**src/design/cvcc_pkg.sv**
```systemverilog
// ----------------------------------------------------------------------------
// CV/CC supply regulator package
// Shared types and constants for the regulator datapath and its top level.
// ----------------------------------------------------------------------------
package cvcc_pkg;

  // Configuration register indexes.
  localparam int CFG_INDEX_BITS = 2;
  localparam logic [CFG_INDEX_BITS-1:0] CFG_TARGET_CURRENT      = 2'd0;
  localparam logic [CFG_INDEX_BITS-1:0] CFG_TARGET_VOLTAGE      = 2'd1;
  localparam logic [CFG_INDEX_BITS-1:0] CFG_SHORT_CIRCUIT_LIMIT = 2'd2;
  localparam logic [CFG_INDEX_BITS-1:0] CFG_SAFE_DRIVE_LEVEL    = 2'd3;

  // Sample counter and deadband.
  localparam int COUNT_BITS = 16;
  localparam logic [COUNT_BITS-1:0] DEADBAND_COUNT = 16'd2;

  // Reset value of the safe drive level.
  localparam int SAFE_RESET = 20;

  // Status produced by the datapath for one sample.
  typedef struct packed {
    logic updated;
    logic shorted;
    logic voltage_mode;
  } cvcc_flags_t;

endpackage

```
**src/design/cvcc_step.sv**
```systemverilog
// ----------------------------------------------------------------------------
// CV/CC regulator step
// Combinational next-state logic for one ADC sample: slot selection,
// short-circuit check, mode selection and a clamped one-count drive step.
// ----------------------------------------------------------------------------
module cvcc_step import cvcc_pkg::*; #(
  parameter int DAC_BITS = 12,
  parameter int ADC_BITS = 10
) (
  input  logic [ADC_BITS-1:0] sample,
  input  logic                mux_phase,
  input  logic [ADC_BITS-1:0] current_reading,
  input  logic [ADC_BITS:0]   voltage_reading,
  input  logic                voltage_mode,
  input  logic                deadband,
  input  logic [DAC_BITS-1:0] drive_level,
  input  logic [ADC_BITS-1:0] target_current,
  input  logic [ADC_BITS-1:0] target_voltage,
  input  logic [ADC_BITS-1:0] short_circuit_limit,
  input  logic [DAC_BITS-1:0] safe_drive_level,
  output logic                mux_phase_next,
  output logic [ADC_BITS-1:0] current_reading_next,
  output logic [ADC_BITS:0]   voltage_reading_next,
  output logic [DAC_BITS-1:0] drive_level_next,
  output cvcc_flags_t         flags
);

  localparam int EW = ADC_BITS + 2;
  localparam logic signed [EW-1:0] ONE     = EW'(1);
  localparam logic signed [EW-1:0] MINUS_1 = -EW'(1);
  localparam logic [DAC_BITS-1:0]  DAC_MAX = {DAC_BITS{1'b1}};

  logic signed [EW-1:0] err_i;
  logic signed [EW-1:0] err_v;
  logic signed [EW-1:0] err;
  logic                 cur_mode;
  logic                 inc;
  logic                 dec;
  logic                 shorted;
  logic [DAC_BITS-1:0]  stepped;

  assign mux_phase_next       = ~mux_phase;
  assign current_reading_next = mux_phase_next ? current_reading : sample;
  assign voltage_reading_next = mux_phase_next ? {1'b0, sample} : voltage_reading;

  // The short-circuit check uses the stored current reading, even a stale one.
  assign shorted = current_reading_next > short_circuit_limit;

  assign err_i = $signed({2'b00, target_current}) - $signed({2'b00, current_reading_next});
  assign err_v = $signed({2'b00, target_voltage}) - $signed({1'b0, voltage_reading_next});

  // Current regulation holds while the current is at or above its target.
  assign cur_mode = err_i < ONE;
  assign err      = cur_mode ? err_i : err_v;

  assign inc = (err > ONE) || (!deadband && (err == ONE));
  assign dec = (err < MINUS_1) || (!deadband && (err == MINUS_1));

  always_comb begin
    stepped = drive_level;
    if (inc && (drive_level != DAC_MAX)) begin
      stepped = drive_level + DAC_BITS'(1);
    end else if (dec && (drive_level != '0)) begin
      stepped = drive_level - DAC_BITS'(1);
    end
  end

  always_comb begin
    drive_level_next   = drive_level;
    flags.updated      = 1'b0;
    flags.shorted      = 1'b0;
    flags.voltage_mode = voltage_mode;
    if (shorted) begin
      drive_level_next = safe_drive_level;
      flags.updated    = 1'b1;
      flags.shorted    = 1'b1;
    end else if (!mux_phase_next) begin
      drive_level_next   = stepped;
      flags.updated      = 1'b1;
      flags.voltage_mode = ~cur_mode;
    end
  end

endmodule

```
**src/design/cv_cc_supply_regulator_unit.sv**
```systemverilog
// ----------------------------------------------------------------------------
// CV/CC supply regulator unit
// Alternating current/voltage ADC samples drive a DAC regulation loop that steps
// one count per current sample, with short-circuit protection.
// ----------------------------------------------------------------------------
// A taken sample request passes through the input register and then the
// result register before its result is valid.
// Throughput: one sample per cycle while the result register is not stalled;
// the input register feeds the step logic and the result register, and the
// regulator state updates once per sample. Reset (rst, synchronous) clears
// the pipeline valids and loads the register and regulator reset values.
module cv_cc_supply_regulator_unit import cvcc_pkg::*; #(
  parameter int DAC_BITS = 12,
  parameter int ADC_BITS = 10,
  localparam int CFG_BITS = (DAC_BITS > ADC_BITS) ? DAC_BITS : ADC_BITS
) (
  input  logic                      clk,
  input  logic                      rst,
  input  logic                      cfg_write,
  input  logic [CFG_INDEX_BITS-1:0] cfg_index,
  input  logic [CFG_BITS-1:0]       cfg_data,
  input  logic                      sample_valid,
  output logic                      sample_stall,
  input  logic [ADC_BITS-1:0]       sample,
  output logic                      result_valid,
  input  logic                      result_stall,
  output logic [DAC_BITS-1:0]       drive_value,
  output logic                      drive_updated,
  output logic                      in_current_limit,
  output logic                      short_circuit,
  output logic                      stored_as
);

  localparam logic [ADC_BITS:0] VOLT_RESET = {1'b1, {(ADC_BITS-1){1'b0}}, 1'b1};

  // Configuration registers.
  logic [ADC_BITS-1:0] target_current;
  logic [ADC_BITS-1:0] target_voltage;
  logic [ADC_BITS-1:0] short_circuit_limit;
  logic [DAC_BITS-1:0] safe_drive_level;

  // Regulator state.
  logic                  mux_phase;
  logic [ADC_BITS-1:0]   current_reading;
  logic [ADC_BITS:0]     voltage_reading;
  logic                  voltage_mode;
  logic [COUNT_BITS-1:0] sample_count;
  logic [DAC_BITS-1:0]   drive_level;

  // Input register.
  logic                in_valid;
  logic [ADC_BITS-1:0] in_sample;

  logic                  advance;
  logic                  process;
  logic                  mux_phase_next;
  logic [ADC_BITS-1:0]   current_reading_next;
  logic [ADC_BITS:0]     voltage_reading_next;
  logic [DAC_BITS-1:0]   drive_level_next;
  cvcc_flags_t           flags;

  // The result register is free when empty or when its request is taken.
  assign advance      = !result_valid || !result_stall;
  assign process      = in_valid && advance;
  assign sample_stall = in_valid && !advance;

  always_ff @(posedge clk) begin
    if (rst) begin
      target_current      <= '0;
      target_voltage      <= '0;
      short_circuit_limit <= '1;
      safe_drive_level    <= DAC_BITS'(SAFE_RESET);
    end else if (cfg_write) begin
      case (cfg_index)
        CFG_TARGET_CURRENT:      target_current      <= cfg_data[ADC_BITS-1:0];
        CFG_TARGET_VOLTAGE:      target_voltage      <= cfg_data[ADC_BITS-1:0];
        CFG_SHORT_CIRCUIT_LIMIT: short_circuit_limit <= cfg_data[ADC_BITS-1:0];
        CFG_SAFE_DRIVE_LEVEL:    safe_drive_level    <= cfg_data[DAC_BITS-1:0];
        default: ;
      endcase
    end
  end

  always_ff @(posedge clk) begin
    if (rst) begin
      in_valid <= 1'b0;
    end else if (!sample_stall) begin
      in_valid <= sample_valid;
    end
  end

  always_ff @(posedge clk) begin
    if (!sample_stall && sample_valid) begin
      in_sample <= sample;
    end
  end

  cvcc_step #(
    .DAC_BITS(DAC_BITS),
    .ADC_BITS(ADC_BITS)
  ) u_step (
    .sample               (in_sample),
    .mux_phase            (mux_phase),
    .current_reading      (current_reading),
    .voltage_reading      (voltage_reading),
    .voltage_mode         (voltage_mode),
    .deadband             (sample_count > DEADBAND_COUNT),
    .drive_level          (drive_level),
    .target_current       (target_current),
    .target_voltage       (target_voltage),
    .short_circuit_limit  (short_circuit_limit),
    .safe_drive_level     (safe_drive_level),
    .mux_phase_next       (mux_phase_next),
    .current_reading_next (current_reading_next),
    .voltage_reading_next (voltage_reading_next),
    .drive_level_next     (drive_level_next),
    .flags                (flags)
  );

  always_ff @(posedge clk) begin
    if (rst) begin
      mux_phase       <= 1'b0;
      current_reading <= '0;
      voltage_reading <= VOLT_RESET;
      voltage_mode    <= 1'b0;
      sample_count    <= '0;
      drive_level     <= '0;
    end else if (process) begin
      mux_phase       <= mux_phase_next;
      current_reading <= current_reading_next;
      voltage_reading <= voltage_reading_next;
      voltage_mode    <= flags.voltage_mode;
      sample_count    <= sample_count + COUNT_BITS'(1);
      drive_level     <= drive_level_next;
    end
  end

  always_ff @(posedge clk) begin
    if (rst) begin
      result_valid <= 1'b0;
    end else if (advance) begin
      result_valid <= in_valid;
    end
  end

  always_ff @(posedge clk) begin
    if (process) begin
      drive_value      <= drive_level_next;
      drive_updated    <= flags.updated;
      in_current_limit <= ~flags.voltage_mode;
      short_circuit    <= flags.shorted;
      stored_as        <= mux_phase_next;
    end
  end

endmodule

```
**config.mk**
```make
export PLATFORM = sky130hd
export DESIGN_NAME = cv_cc_supply_regulator_unit
export DESIGN_NICKNAME = d
export VERILOG_FILES = /design/src/design/cvcc_pkg.sv /design/src/design/cvcc_step.sv /design/src/design/cv_cc_supply_regulator_unit.sv
export SDC_FILE = /design/constraint.sdc
export NUM_CORES = 1
export LEC_CHECK = 0
export BUFFER_PORTS_ARGS = -buffer_cell sky130_fd_sc_hd__buf_2
export CELL_PAD_IN_SITES_DETAIL_PLACEMENT = 1
export CELL_PAD_IN_SITES_GLOBAL_PLACEMENT = 1
export CORE_AREA = 10 10 141 143
export DETAILED_ROUTE_END_ITERATION = 16
export DIE_AREA = 0 0 151 153
export GPL_TIMING_DRIVEN = 0
export HOLD_SLACK_MARGIN = 0.05
export PLACE_DENSITY = 0.78
export SLEW_MARGIN = 20
export SYNTH_ARGS = -nofsm -noshare
export SYNTH_HDL_FRONTEND = slang
export SYNTH_SLANG_ARGS = --single-unit
```
**constraint.sdc**
```tcl
create_clock -name clk -period 4.8 [get_ports clk]
set_input_delay 0.24 -clock clk [delete_from_list [all_inputs] [get_ports clk]]
set_output_delay 0.24 -clock clk [all_outputs]
set_load 0.005 [all_outputs]
```
==> impl_metrics.py <==
metrics = {
    "routing": {
        "drt_iter0_markers": 455,
        "firstDrtPassIters": 5,
        "drc": 0,
        "post_drt_via_cell_ratio": 5.65,
        "antenna_left": 0,
        "wirelength_um": 22500,
        "wl_per_cell_um": 19.8,
        "vias": 6424,
    },
    "worst_setup_path": {
        "cp-end-kind": "flop",
        "start_kind": "flop",
        "r2r_slack_ps": 120,
        "crit_required_ps": 4960,
        "crit_fanout": 10,
        "crit_arrival_ps": 4840,
        "reg2reg_depth": 19,
        "worstSetupPathType": "reg2reg",
        "r2r-end": "drive_value[10]",
        "timing.rr.start": "mux_phase",
    },
    "logic_synthesis": {
        "synthCells": 817,
        "ys_seq_area_frac": 0.379,
        "synth_top_area_share": 0.269,
        "synth_nets": 885,
        "yosys.area.top_type": "dfxtp_1",
        "synthArstFlopShare": 0,
        "synth_edf_count": 26,
        "ys_warn_count": 0,
        "syn_area_um2": 7080,
        "synthFlopType": "dfxtp_1",
        "synth_area_leaders": "dfxtp_1 (27%), edfxtp_1 (11%), ha_1 (6.5%)",
        "post_synth.cell_area_avg_um2": 8.66,
        "synth-seq-cells": 121,
        "synth_cell_types": 81,
    },
    "floorplan": {
        "die_area_um2": 23100,
        "rows": 48,
        "fp.dieH_um": 153,
        "start_util": 0.415,
        "coreArea_um2": 17100,
        "ios": 47,
        "die_w_um": 151,
    },
    "run": {
        "cap_violations": 0,
    },
    "clock_tree": {
        "clock-sinks": 121,
        "cts_tree": "done",
        "cts_root_buf": "clkbuf_16",
        "h-tree-depth": 4,
        "cts_max_path_buffers": 2,
        "path_clk_slew_ps": 50,
        "cts_made_buffers": 17,
        "clock_latency_ps": 430,
    },
    "global_route": {
        "gr-total-overflow": 0,
        "grt_pass1_wl_um": 35300,
        "antenna_found_initial": 0,
        "grt.total_usage": 0.193,
        "grt_pass1_vias": 6554,
        "grt_max_degree": 26,
    },
    "timing": {
        "slew_viol_final": 0,
        "hold_slack_ps": 57.2,
        "slew_headroom": 0.514,
        "fin_crit_ps": 4680,
        "clock.fmax_mhz": 214,
        "tightest_slew_ps": 729,
        "hold_violations": 0,
        "period_share": 0.975,
        "setup_tns_ps": 0,
        "setup_violations": 0,
        "skew_ps": 7.82,
    },
    "worst_hold_path": {
        "whs_path_depth": 3,
        "holdPathEnd": "safe_drive_level[11]",
        "hp-start": "cfg_data[11]",
        "hold_class": "in2reg",
    },
    "outcome": {
        "status": "finished clean",
    },
    "pwr": {
        "p_leak_nw": 3.34,
        "peakVddDrop_mv": 0.291,
        "power.density_nw_per_um2": 443,
        "p_total_mw": 3.77,
    },
    "finish": {
        "drive_above_1_share": 0.156,
        "antennaDiodeCount": 0,
        "final_util": 0.498,
        "fin_nets": 967,
        "finalInstanceArea_um2": 8490,
        "syn_to_final_growth_pct": 20.0,
    },
    "placed_design": {
        "gp_congestion": 0.896,
        "place_area_um2": 7590,
        "numPortBuffers": 46,
        "place_hpwl_um": 16200,
    },
}
## state kept, by name, indices dropped and copies added, names as in the netlist
| name | count |
|---|---|
| current_reading | 10 |
| mux_phase | 1 |
| in_sample | 10 |
| target_current | 10 |
| stored_as | 1 |
| in_current_limit | 1 |
| drive_updated | 1 |
| result_valid | 1 |
| voltage_reading | 11 |
| voltage_mode | 1 |
| in_valid | 1 |
| target_voltage | 10 |
| short_circuit | 1 |
| drive_value | 12 |
| short_circuit_limit | 10 |
| safe_drive_level | 12 |
| drive_level | 12 |
| sample_count | 16 |
## cells in the mapped netlist (10+ instances only)
library cell and n:
nand4_1 10, ha_1 37, xnor2_1 15, o21ai_0 14
nor4_1 12, a211oi_1 25, edfxtp_1 26, clkbuf_1 30
inv_1 43, dfxtp_1 95, and3_1 10, a31oi_1 11
nand2_1 105, nor2_1 83, a21oi_1 50, nand3_1 29
mux2i_1 37, xor2_1 12, nor3_1 17, o211ai_1 15
## logic make-up after synthesis
group / Yosys count / synth area share
AND/OR/NAND/NOR: 320 / 0.218
adder cells (fa/ha/maj): 39 / 0.0711
flip-flops: 121 / 0.379
AO/OA/AOI/OAI: 181 / 0.187
buffers and inverters: 89 / 0.0548
multiplexers: 40 / 0.0571
XOR/XNOR: 27 / 0.0334
## cell usage in the layout, fill, tap and decap left out, types with 5 or more instances in the layout
cell type	netlist	routed
nand2_1	105	105
dfxtp_1	95	95
nor2_1	83	83
a21oi_1	50	49
buf_2	1	47
inv_1	43	43
ha_1	37	37
clkbuf_1	30	32
nand3_1	29	29
mux2i_1	37	28
edfxtp_1	26	26
a211oi_1	25	25
clkbuf_16	0	17
nor3_1	17	15
xnor2_1	15	15
o211ai_1	15	15
o21ai_0	14	14
xor2_1	12	12
nor4_1	12	11
a31oi_1	11	11
dlygate4sd3_1	0	11
nand4_1	10	10
and3_1	10	10
or4_1	8	8
or3_1	8	8
a21o_1	7	7
nor2b_1	8	7
a211o_1	7	7
buf_4	2	7
clkbuf_8	3	7
clkinv_2	0	6
buf_6	2	5
mux2i_4	0	5
buf_1	8	5
o2111ai_1	5	5
nand2b_1	5	5
o21a_1	5	5
## per-layer routing
metal / track usage / up-vias / part of all wire
met5: 0 / - / 0
met4: 0.0578 / 0 / 0.013
met3: 0.0402 / 28 / 0.043
met2: 0.316 / 128 / 0.48
met1: 0.248 / 3157 / 0.46
li1: - / 3111 / -
## report_power, final
part / switching (mW) / internal, mW
Sequential: 0.0727 / 1.16
Clock: 0.464 / 0.761
Combinational: 0.770 / 0.536
Total: 1.31 / 2.46
## per-stage QoR
step                      instances  setup WS (ps)
after global placement         1088          -1090
final                          1137            121
after CTS                      1133           5.41
after floorplan                 817            112
after detailed placement       1088          -1080
after global routing           1137          -45.9
## how the worst max path moves through the flow
stage | start | to | slack, ps | cells past startpoint
6_report | mux_phase | drive_value[10] | 120 | 19
5_1_grt | mux_phase | drive_value[7] | -50 | 19
4_1_cts | mux_phase | drive_value[1] | 5 | 19
3_5_place_dp | mux_phase | drive_value[1] | -1080 | 17
3_3_place_gp | mux_phase | drive_value[1] | -1090 | 17
2_1_floorplan | mux_phase | drive_value[10] | 110 | 19
## critical path: stages, from the launching register on
cell	delay [ps]
dfxtp_1	310
buf_6	150
buf_6	160
buf_12	170
mux2i_4	220
inv_1	80
ha_1	160
inv_1	60
fa_2	370
nand3_1	150
a21oi_2	110
or4_1	500
a211o_1	340
a211oi_4	310
nor4_1	120
o2111ai_2	310
buf_6	200
a31oi_1	160
o21a_1	240
o31a_1	300
## repair_timing
action / in CTS / in global routing
setup buffers: 2 / 5
resized for setup: 18 / 17
pin swaps: 2 / 7
endpoints found under the setup margin: 25 / 19
endpoints found under the hold margin: 11 / 0
hold buffers: 11 / 0
## area by class of cell
class,instances,area (um2)
Timing Repair Buffer,64,397
Inverter,43,161
Sequential cell,121,2680
Fill cell,2013,8560
Clock buffer,24,492
Multi-Input combinational cell,607,4160
Buffer,45,254
Clock inverter,8,68.8
Tap cell,225,282
(Power assumes the default switching activity.)
